File: config.mk
export PLATFORM = sky130hd
export DESIGN_NAME = bounded_deque_list_flat
export DESIGN_NICKNAME = d
export VERILOG_FILES = /design/src/rtl/core/bdl_pkg.sv /design/src/rtl/core/bdl_if.sv /design/src/rtl/core/bdl_cell.sv /design/src/rtl/core/bdl_chain.sv /design/src/rtl/core/bounded_deque_list.sv /design/src/flat_wrapper.sv
export SDC_FILE = /design/constraint.sdc
export NUM_CORES = 2
export LEC_CHECK = 0
export ABC_AREA = 1
export BUFFER_PORTS_ARGS = -buffer_cell sky130_fd_sc_hd__buf_2
export CAP_MARGIN = 5
export CELL_PAD_IN_SITES_DETAIL_PLACEMENT = 1
export CELL_PAD_IN_SITES_GLOBAL_PLACEMENT = 2
export CORE_UTILIZATION = 41
export CTS_CLUSTER_SIZE = 8
export DETAILED_ROUTE_END_ITERATION = 8
export PLACE_DENSITY_LB_ADDON = 0.1
export SETUP_SLACK_MARGIN = 0.3
export SLEW_MARGIN = 20
export SYNTH_ARGS = -nofsm -noshare
export SYNTH_HDL_FRONTEND = slang
export SYNTH_HIERARCHICAL = 1
export SYNTH_SLANG_ARGS = --single-unit
File: constraint.sdc
create_clock -name clk -period 25.7 [get_ports clk]
set_input_delay 1.285 -clock clk [delete_from_list [all_inputs] [get_ports clk]]
set_output_delay 1.285 -clock clk [all_outputs]
set_load 0.03 [all_outputs]
File: src/rtl/core/bdl_pkg.sv
// ----------------------------------------------------------------------------
// bdl_pkg
// Types and codes shared by the bounded deque list and its cell row.
// ----------------------------------------------------------------------------
`timescale 1ns / 1ps

package bdl_pkg;

	localparam int DATA_W   = 32;
	localparam int OP_W     = 3;
	localparam int STATUS_W = 2;
	localparam int COUNT_W  = 5;

	typedef enum logic [OP_W-1:0] {
		OP_PUSH_FRONT  = 3'd0,
		OP_PUSH_BACK   = 3'd1,
		OP_INSERT_KEY  = 3'd2,
		OP_POP_FRONT   = 3'd3,
		OP_POP_BACK    = 3'd4,
		OP_DELETE_KEY  = 3'd5,
		OP_CLEAR       = 3'd6,
		OP_DUMP        = 3'd7
	} op_t;

	typedef enum logic [STATUS_W-1:0] {
		ST_OK       = 2'd0,
		ST_EMPTY    = 2'd1,
		ST_FULL     = 2'd2,
		ST_NOTFOUND = 2'd3
	} status_t;

	// operation that every cell carries out
	typedef enum logic [3:0] {
		C_HOLD,
		C_SHIFT_BACK,
		C_APPEND,
		C_INSERT,
		C_SHIFT_FRONT,
		C_DROP_BACK,
		C_DELETE,
		C_CLEAR,
		C_ROTATE
	} cell_op_t;

	typedef struct packed {
		cell_op_t                 op;
		logic signed [DATA_W-1:0] value;
	} cell_cmd_t;

	// link from a cell to the neighbor behind it
	typedef struct packed {
		logic signed [DATA_W-1:0] data;
		logic                     valid;
		logic                     first;
		logic                     hit;
	} fwd_link_t;

	// link from a cell to the neighbor in front of it
	typedef struct packed {
		logic signed [DATA_W-1:0] data;
		logic                     valid;
	} bwd_link_t;

	typedef enum logic {
		S_IDLE,
		S_DUMP
	} state_t;

endpackage

File: src/rtl/core/bdl_if.sv
// ----------------------------------------------------------------------------
// bdl_if
// Request and response channels of the bounded deque list.
// ----------------------------------------------------------------------------
`timescale 1ns / 1ps

interface bdl_req_if import bdl_pkg::*; ();
	logic                     valid;
	logic                     ready;
	logic [OP_W-1:0]          operation;
	logic signed [DATA_W-1:0] value;
	logic signed [DATA_W-1:0] key;

	modport source (output valid, output operation, output value, output key, input ready);
	modport sink (input valid, input operation, input value, input key, output ready);
endinterface

interface bdl_rsp_if import bdl_pkg::*; ();
	logic                     valid;
	logic                     ready;
	logic signed [DATA_W-1:0] data;
	logic [STATUS_W-1:0]      status;
	logic                     last;
	logic [COUNT_W-1:0]       count;

	modport source (output valid, output data, output status, output last, output count,
		input ready);
	modport sink (input valid, input data, input status, input last, input count,
		output ready);
endinterface

File: src/rtl/core/bdl_cell.sv
// ----------------------------------------------------------------------------
// bdl_cell
// One list position: holds an entry and its valid bit, compares it with the
// key and moves data to or from its neighbors as the command says.
// ----------------------------------------------------------------------------
`timescale 1ns / 1ps

module bdl_cell import bdl_pkg::*; (
	input  logic                     clk,
	input  logic                     arst_n,
	input  cell_cmd_t                cmd,
	input  logic signed [DATA_W-1:0] key,
	input  logic signed [DATA_W-1:0] head_data,
	input  fwd_link_t                left,
	input  bwd_link_t                right,
	output fwd_link_t                fwd,
	output bwd_link_t                bwd
);

	logic signed [DATA_W-1:0] data_q;
	logic                     valid_q;
	logic                     match;

	assign match = valid_q && (data_q == key);

	assign fwd.data  = data_q;
	assign fwd.valid = valid_q;
	assign fwd.first = match && !left.hit;
	assign fwd.hit   = left.hit || match;
	assign bwd.data  = data_q;
	assign bwd.valid = valid_q;

	always_ff @(posedge clk or negedge arst_n) begin
		if (!arst_n) begin
			valid_q <= 1'b0;
		end else begin
			unique case (cmd.op)
				C_SHIFT_BACK: valid_q <= left.valid;
				C_APPEND: begin
					if (!valid_q && left.valid) valid_q <= 1'b1;
				end
				C_INSERT: begin
					if (left.first) valid_q <= 1'b1;
					else if (left.hit) valid_q <= left.valid;
				end
				C_SHIFT_FRONT: valid_q <= right.valid;
				C_DROP_BACK: valid_q <= valid_q && right.valid;
				C_DELETE: begin
					if (left.hit || match) valid_q <= right.valid;
				end
				C_CLEAR: valid_q <= 1'b0;
				default: valid_q <= valid_q;
			endcase
		end
	end

	always_ff @(posedge clk) begin
		unique case (cmd.op)
			C_SHIFT_BACK: data_q <= left.data;
			C_APPEND: begin
				if (!valid_q && left.valid) data_q <= cmd.value;
			end
			C_INSERT: begin
				if (left.first) data_q <= cmd.value;
				else if (left.hit) data_q <= left.data;
			end
			C_SHIFT_FRONT: data_q <= right.data;
			C_DELETE: begin
				if (left.hit || match) data_q <= right.data;
			end
			// the back entry wraps around to take the head
			C_ROTATE: data_q <= right.valid ? right.data : head_data;
			default: data_q <= data_q;
		endcase
	end

endmodule

File: src/rtl/core/bdl_chain.sv
// ----------------------------------------------------------------------------
// bdl_chain
// Row of list cells, front at cell 0, with the neighbor links and the ends.
// ----------------------------------------------------------------------------
`timescale 1ns / 1ps

module bdl_chain import bdl_pkg::*; #(
	parameter int DEPTH = 16
) (
	input  logic                     clk,
	input  logic                     arst_n,
	input  cell_cmd_t                cmd,
	input  logic signed [DATA_W-1:0] key,
	output logic signed [DATA_W-1:0] head,
	output logic                     found,
	output logic [DEPTH-1:0]         valid_vec
);

	fwd_link_t fwd [DEPTH+1];
	bwd_link_t bwd [DEPTH+1];

	// front end feeds the new value, back end is an empty slot
	assign fwd[0].data  = cmd.value;
	assign fwd[0].valid = 1'b1;
	assign fwd[0].first = 1'b0;
	assign fwd[0].hit   = 1'b0;
	assign bwd[DEPTH].data  = '0;
	assign bwd[DEPTH].valid = 1'b0;

	assign head  = bwd[0].data;
	assign found = fwd[DEPTH].hit;

	for (genvar i = 0; i < DEPTH; i++) begin : g_cell
		bdl_cell u_cell (
			.clk       (clk),
			.arst_n    (arst_n),
			.cmd       (cmd),
			.key       (key),
			.head_data (bwd[0].data),
			.left      (fwd[i]),
			.right     (bwd[i+1]),
			.fwd       (fwd[i+1]),
			.bwd       (bwd[i])
		);
		assign valid_vec[i] = bwd[i].valid;
	end

endmodule

File: src/rtl/core/bounded_deque_list.sv
// ----------------------------------------------------------------------------
// bounded_deque_list
// Double-ended queue of up to DEPTH signed 32-bit words in a row of cells.
// Every request except a dump of several entries returns one response with
// last set; push, insert, pop, delete and clear all finish as the request is
// taken because every cell compares with the key and moves its entry at once.
// A dump of n entries returns n responses, one entry per cycle while the
// output register is free, by rotating the row one place per response; no
// request is taken meanwhile. Responses sit in an output register, so a new
// request is taken as soon as that register is empty or being read. No
// clearing pass is needed after reset.
// ----------------------------------------------------------------------------
`timescale 1ns / 1ps

module bounded_deque_list import bdl_pkg::*; #(
	parameter int DEPTH = 16
) (
	input  logic      clk,
	input  logic      arst_n,
	bdl_req_if.sink   req,
	bdl_rsp_if.source rsp
);

	localparam int CW = $clog2(DEPTH + 1);

	state_t                   state_q, state_d;
	logic [CW-1:0]            count_q, count_d;
	logic [CW-1:0]            remain_q, remain_d;
	logic                     rsp_valid_q;
	logic signed [DATA_W-1:0] rsp_data_q;
	status_t                  rsp_status_q;
	logic                     rsp_last_q;
	logic [COUNT_W-1:0]       rsp_count_q;

	cell_cmd_t                cmd;
	logic signed [DATA_W-1:0] head;
	logic                     found;
	logic [DEPTH-1:0]         valid_vec;
	logic                     out_free;
	logic                     req_take;
	logic                     load_out;
	logic signed [DATA_W-1:0] out_data;
	status_t                  out_status;
	logic                     out_last;
	logic                     is_full;
	logic                     is_empty;
	op_t                      op;

	bdl_chain #(.DEPTH(DEPTH)) u_chain (
		.clk       (clk),
		.arst_n    (arst_n),
		.cmd       (cmd),
		.key       (req.key),
		.head      (head),
		.found     (found),
		.valid_vec (valid_vec)
	);

	assign op       = op_t'(req.operation);
	assign out_free = !rsp_valid_q || rsp.ready;
	assign req.ready = (state_q == S_IDLE) && out_free;
	assign req_take = req.valid && req.ready;
	assign is_full  = (count_q == CW'(DEPTH));
	assign is_empty = (count_q == '0);

	always_comb begin
		state_d    = state_q;
		count_d    = count_q;
		remain_d   = remain_q;
		cmd.op     = C_HOLD;
		cmd.value  = req.value;
		load_out   = 1'b0;
		out_data   = '0;
		out_status = ST_OK;
		out_last   = 1'b1;
		unique case (state_q)
			S_IDLE: begin
				if (req_take) begin
					load_out = 1'b1;
					unique case (op)
						OP_PUSH_FRONT, OP_PUSH_BACK: begin
							if (is_full) begin
								out_status = ST_FULL;
							end else begin
								cmd.op  = (op == OP_PUSH_FRONT) ? C_SHIFT_BACK : C_APPEND;
								count_d = count_q + CW'(1);
							end
						end
						OP_INSERT_KEY: begin
							if (is_full) begin
								out_status = ST_FULL;
							end else if (!found) begin
								out_status = ST_NOTFOUND;
							end else begin
								cmd.op  = C_INSERT;
								count_d = count_q + CW'(1);
							end
						end
						OP_POP_FRONT, OP_POP_BACK: begin
							if (is_empty) begin
								out_status = ST_EMPTY;
							end else begin
								cmd.op  = (op == OP_POP_FRONT) ? C_SHIFT_FRONT : C_DROP_BACK;
								count_d = count_q - CW'(1);
							end
						end
						OP_DELETE_KEY: begin
							if (is_empty) begin
								out_status = ST_EMPTY;
							end else if (!found) begin
								out_status = ST_NOTFOUND;
							end else begin
								cmd.op  = C_DELETE;
								count_d = count_q - CW'(1);
							end
						end
						OP_CLEAR: begin
							cmd.op  = C_CLEAR;
							count_d = '0;
						end
						OP_DUMP: begin
							if (is_empty) begin
								out_status = ST_EMPTY;
							end else begin
								// first entry goes out now, the rest in the dump state
								out_data = head;
								out_last = (count_q == CW'(1));
								cmd.op   = C_ROTATE;
								remain_d = count_q - CW'(1);
								if (count_q != CW'(1)) state_d = S_DUMP;
							end
						end
						default: ;
					endcase
				end
			end
			S_DUMP: begin
				if (out_free) begin
					load_out = 1'b1;
					out_data = head;
					out_last = (remain_q == CW'(1));
					cmd.op   = C_ROTATE;
					remain_d = remain_q - CW'(1);
					if (remain_q == CW'(1)) state_d = S_IDLE;
				end
			end
			default: state_d = S_IDLE;
		endcase
	end

	always_ff @(posedge clk or negedge arst_n) begin
		if (!arst_n) begin
			state_q     <= S_IDLE;
			count_q     <= '0;
			remain_q    <= '0;
			rsp_valid_q <= 1'b0;
		end else begin
			state_q  <= state_d;
			count_q  <= count_d;
			remain_q <= remain_d;
			if (load_out) rsp_valid_q <= 1'b1;
			else if (rsp.ready) rsp_valid_q <= 1'b0;
		end
	end

	always_ff @(posedge clk) begin
		if (load_out) begin
			rsp_data_q   <= out_data;
			rsp_status_q <= out_status;
			rsp_last_q   <= out_last;
			rsp_count_q  <= COUNT_W'(count_d);
		end
	end

	assign rsp.valid  = rsp_valid_q;
	assign rsp.data   = rsp_data_q;
	assign rsp.status = rsp_status_q;
	assign rsp.last   = rsp_last_q;
	assign rsp.count  = rsp_count_q;

	// cell valid bits always agree with the entry count
	a_count_matches_cells: assert property (@(posedge clk) disable iff (!arst_n)
		$countones(valid_vec) == int'(count_q))
		else $error("cell valid bits disagree with entry count");

	a_count_bounded: assert property (@(posedge clk) disable iff (!arst_n)
		count_q <= CW'(DEPTH))
		else $error("entry count above depth");

	a_no_request_in_dump: assert property (@(posedge clk) disable iff (!arst_n)
		(state_q == S_DUMP) |-> !req.ready)
		else $error("request taken during dump");

	a_dump_enters: assert property (@(posedge clk) disable iff (!arst_n)
		(req_take && (op == OP_DUMP) && (count_q > CW'(1))) |=> (state_q == S_DUMP))
		else $error("dump of several entries did not start streaming");

	a_dump_keeps_count: assert property (@(posedge clk) disable iff (!arst_n)
		(state_q == S_DUMP) |=> $stable(count_q))
		else $error("entry count changed during dump");

endmodule
File: src/flat_wrapper.sv
// flat-port wrapper written by rule: the top's interface ports become plain ports
module bounded_deque_list_flat import bdl_pkg::*;
#(
	parameter int DEPTH = 16
)
  (clk, arst_n, req_valid, req_operation, req_value, req_key, req_ready, rsp_valid, rsp_data, rsp_status, rsp_last, rsp_count, rsp_ready);
  bdl_req_if req_i ();
  bdl_rsp_if rsp_i ();
  input  logic clk;
  input  logic arst_n;
  input wire logic [$bits(req_i.valid)-1:0] req_valid;
  input wire logic [$bits(req_i.operation)-1:0] req_operation;
  input wire logic [$bits(req_i.value)-1:0] req_value;
  input wire logic [$bits(req_i.key)-1:0] req_key;
  output wire logic [$bits(req_i.ready)-1:0] req_ready;
  output wire logic [$bits(rsp_i.valid)-1:0] rsp_valid;
  output wire logic [$bits(rsp_i.data)-1:0] rsp_data;
  output wire logic [$bits(rsp_i.status)-1:0] rsp_status;
  output wire logic [$bits(rsp_i.last)-1:0] rsp_last;
  output wire logic [$bits(rsp_i.count)-1:0] rsp_count;
  input wire logic [$bits(rsp_i.ready)-1:0] rsp_ready;
  assign req_i.valid = req_valid;
  assign req_i.operation = req_operation;
  assign req_i.value = req_value;
  assign req_i.key = req_key;
  assign req_ready = req_i.ready;
  assign rsp_valid = rsp_i.valid;
  assign rsp_data = rsp_i.data;
  assign rsp_status = rsp_i.status;
  assign rsp_last = rsp_i.last;
  assign rsp_count = rsp_i.count;
  assign rsp_i.ready = rsp_ready;
  bounded_deque_list #(.DEPTH(DEPTH)) u_core (.clk(clk), .arst_n(arst_n), .req(req_i), .rsp(rsp_i));
endmodule
==> results by group <==
Floorplanning
  • I/O pins: approximately 110
  • Core Rows: roughly 130
  • Initial Util: between 40 and 50%
  • Die Y: 357 µm
  • Die area: ~130000 µm²
  • Core outline area: between 100000 and 150000 µm²
  • Die X: 357 µm

Setup path
  • Most Frequent Cell on Critical Path: nand2_1
  • CP endpoint kind: register
  • Crit path required time: roughly 26 ns
  • Crit start category: primary input
  • Maximum fanout along the worst path: just under 60
  • R2r worst-path depth: 51
  • Critical path type: in -> reg
  • CP peak stage delay: around 0.64 ns
  • Reg-to-reg endpoint: u_core/u_chain/g_cell[0].u_cell/data_q[14]$_DFFE_PP_
  • RR Startpoint: u_core/u_chain/g_cell[0].u_cell/data_q[27]$_DFFE_PP_
  • R2R setup slack: between 15 and 20 ns
  • Slowest-stage cell, CP: and2_1
  • Crit path from: req_key[26]
  • Worst EP arrival: 10.16 ns

Route
  • Drt pass-1 iters: 7
  • DR WL/cell: 23.8 µm
  • Starting DRT DRC Count: roughly 3400
  • Via count: between 40000 and 50000
  • ANT nets after route: 0
  • Drt via density: 5.47
  • Routed wire length: ~200000 µm
  • # DRC: 0

Pwr
  • Comb pwr share: between 40% and 50%
  • Clock power frac: 15.3%
  • Total power: about 7.1 mW
  • Pwr/cell area: around 140 nW/µm²
  • Peak supply drop: between 60 and 70 µV
  • Seq pwr share: a little over a third
  • Net Sw Frac: about half
  • Int Power: ~3.6 mW
  • P_leak: roughly 24 nW
  • Switching power: between 3 and 4 mW

Clock network
  • CTS tree: done
  • Cts hold-fix bufs: 0
  • Worst-path clk slew: 0.05 ns
  • Clock latency on the worst-skew pair: 0.69 ns
  • Root Driver: clkbuf_16
  • Clock sink count: between 500 and 600
  • Post-cts sizing count: 0
  • Num CTS Buffers: 85
  • CTS H-tree depth: 3
  • Clock buffer depth: 3
  • Post-CTS Setup Bufs: 0

Layout
  • Fin util: 41.9%
  • Fillers: ~16000
  • Commonest non-fill, non-tap cells in the layout: inv_1, nand2_1, nand3_1
  • Layout cells sized above 1: about a tenth
  • Final instance area: around 52000 µm²
  • Layout area overhead: 0.798%
  • FF/Latch Area: between 15000 and 20000 µm²
  • Multi-input logic area: between 20000 and 25000 µm²
  • Commonest non-fill, non-tap cell in the layout: inv_1
  • Nets: a little under 7000
  • Final instance count without filler cells: 8507

Placement
  • PortBufs: 112
  • Detailed Place HPWL: around 150000 µm
  • DP Area: between 40000 and 50000 µm²
  • Setup WS pre-CTS: approximately 15 ns
  • Placed cells: about 8400
  • GP Congestion: just under 0.9

Min path
  • HP Class: reg -> reg
  • Hold_sp: u_core/remain_q[3]$_DFFE_PN0P_
  • Hold Path Depth: 2
  • Hold path endpoint: u_core/remain_q[3]$_DFFE_PN0P_

STA
  • Final Hold Fails: 0
  • Final period demand of the worst path: ~9.8 ns
  • Final period util: 38.3%
  • Hold slack: approximately 0.54 ns
  • Final slew viol count: 0
  • # setup viols final: 0
  • Fmax: between 100 and 150 MHz
  • Tightest Pin Transition: between 1 and 1.5 ns
  • Max_slew headroom: between 20 and 25%
  • Fin worst setup slack: approximately 16 ns
  • Clock skew: between 0.02 and 0.03 ns
  • RSZ-0062 raised after global routing: no
  • Post-route setup TNS: 0 ns

Yosys
  • Syn. warnings: 6
  • Post-Syn Instances: just over 7000
  • Syn Std Cell Area: between 50000 and 60000 µm²
  • Syn Area/Cell: slightly above 7 µm²

Job
  • # Max-Cap Violations: 0

Global routing
  • First-pass GRT wire length: about 300000 µm
  • All-layer global routing usage: between 30% and 40%
  • Initial antenna violation count: 10
  • Total congestion overflow: 0
  • Pin count of the biggest net entering global routing: 60
  • Vias in the first global route: ~47000

Outcome
  • Outcome: complete, no violations
==> registers in the layout (all words and copies together) (netlist names) <==
register / cells
u_core/u_chain/g_cell.u_cell/data_q: 512
u_core/rsp.data: 32
u_core/u_chain/g_cell.u_cell/valid_q: 16
u_core/count_q: 5
u_core/remain_q: 5
u_core/rsp.count: 5
u_core/rsp.status: 2
u_core/rsp.last: 1
u_core/rsp.valid: 1
u_core/state_q: 1
==> power by group through the flow <==
stage,combinational [mW],clock (mW),sequential [mW]
floorplan,2.93,0,2.44
global placement,3.28,0,2.59
detailed placement,3.39,0,2.61
CTS,3.40,1.12,2.60
global route,3.78,1.14,2.67
finish,3.43,1.09,2.60
==> per-layer routing <==
layer	vias to the layer above	GRT usage (%)	wire length [µm]
met2	1104	53.6	97100
li1	21900	-	-
met5	-	0	0
met3	257	2.72	7940
met1	23300	40.7	89600
met4	0	11.5	7730
==> cell type report <==
type | count | share of cell area [%]
multi-input cells | 4225 | 42.9
flip-flops and latches | 580 | 33.1
well taps | 1637 | 3.93
diodes | 8 | 0.0384
clock inverters | 8 | 0.118
clock buffers | 120 | 4.51
repair buffers | 248 | 3.20
inverters | 1681 | 12.1
==> worst max-delay path, delay by kind of cell <==
family | cells | cell delay (ns)
AND/OR/NAND/NOR | 31 | 5.00
AO/OA/AOI/OAI | 1 | 0.04
buffers and inverters | 22 | 3.72
==> how the worst max path moves through the flow <==
stage                                                           endpoint  slack (ns)  depth (start not counted)
floorplan            u_core/u_chain/g_cell[0].u_cell/data_q[0]$_DFFE_PP_       16.04                         48
global placement    u_core/u_chain/g_cell[0].u_cell/data_q[14]$_DFFE_PP_       15.40                         54
detailed placement  u_core/u_chain/g_cell[0].u_cell/data_q[14]$_DFFE_PP_       15.17                         54
CTS                 u_core/u_chain/g_cell[0].u_cell/data_q[14]$_DFFE_PP_       15.88                         54
global route        u_core/u_chain/g_cell[0].u_cell/data_q[16]$_DFFE_PP_       15.10                         54
finish              u_core/u_chain/g_cell[0].u_cell/data_q[14]$_DFFE_PP_       15.86                         54
Power figures use the tool's default switching activity.
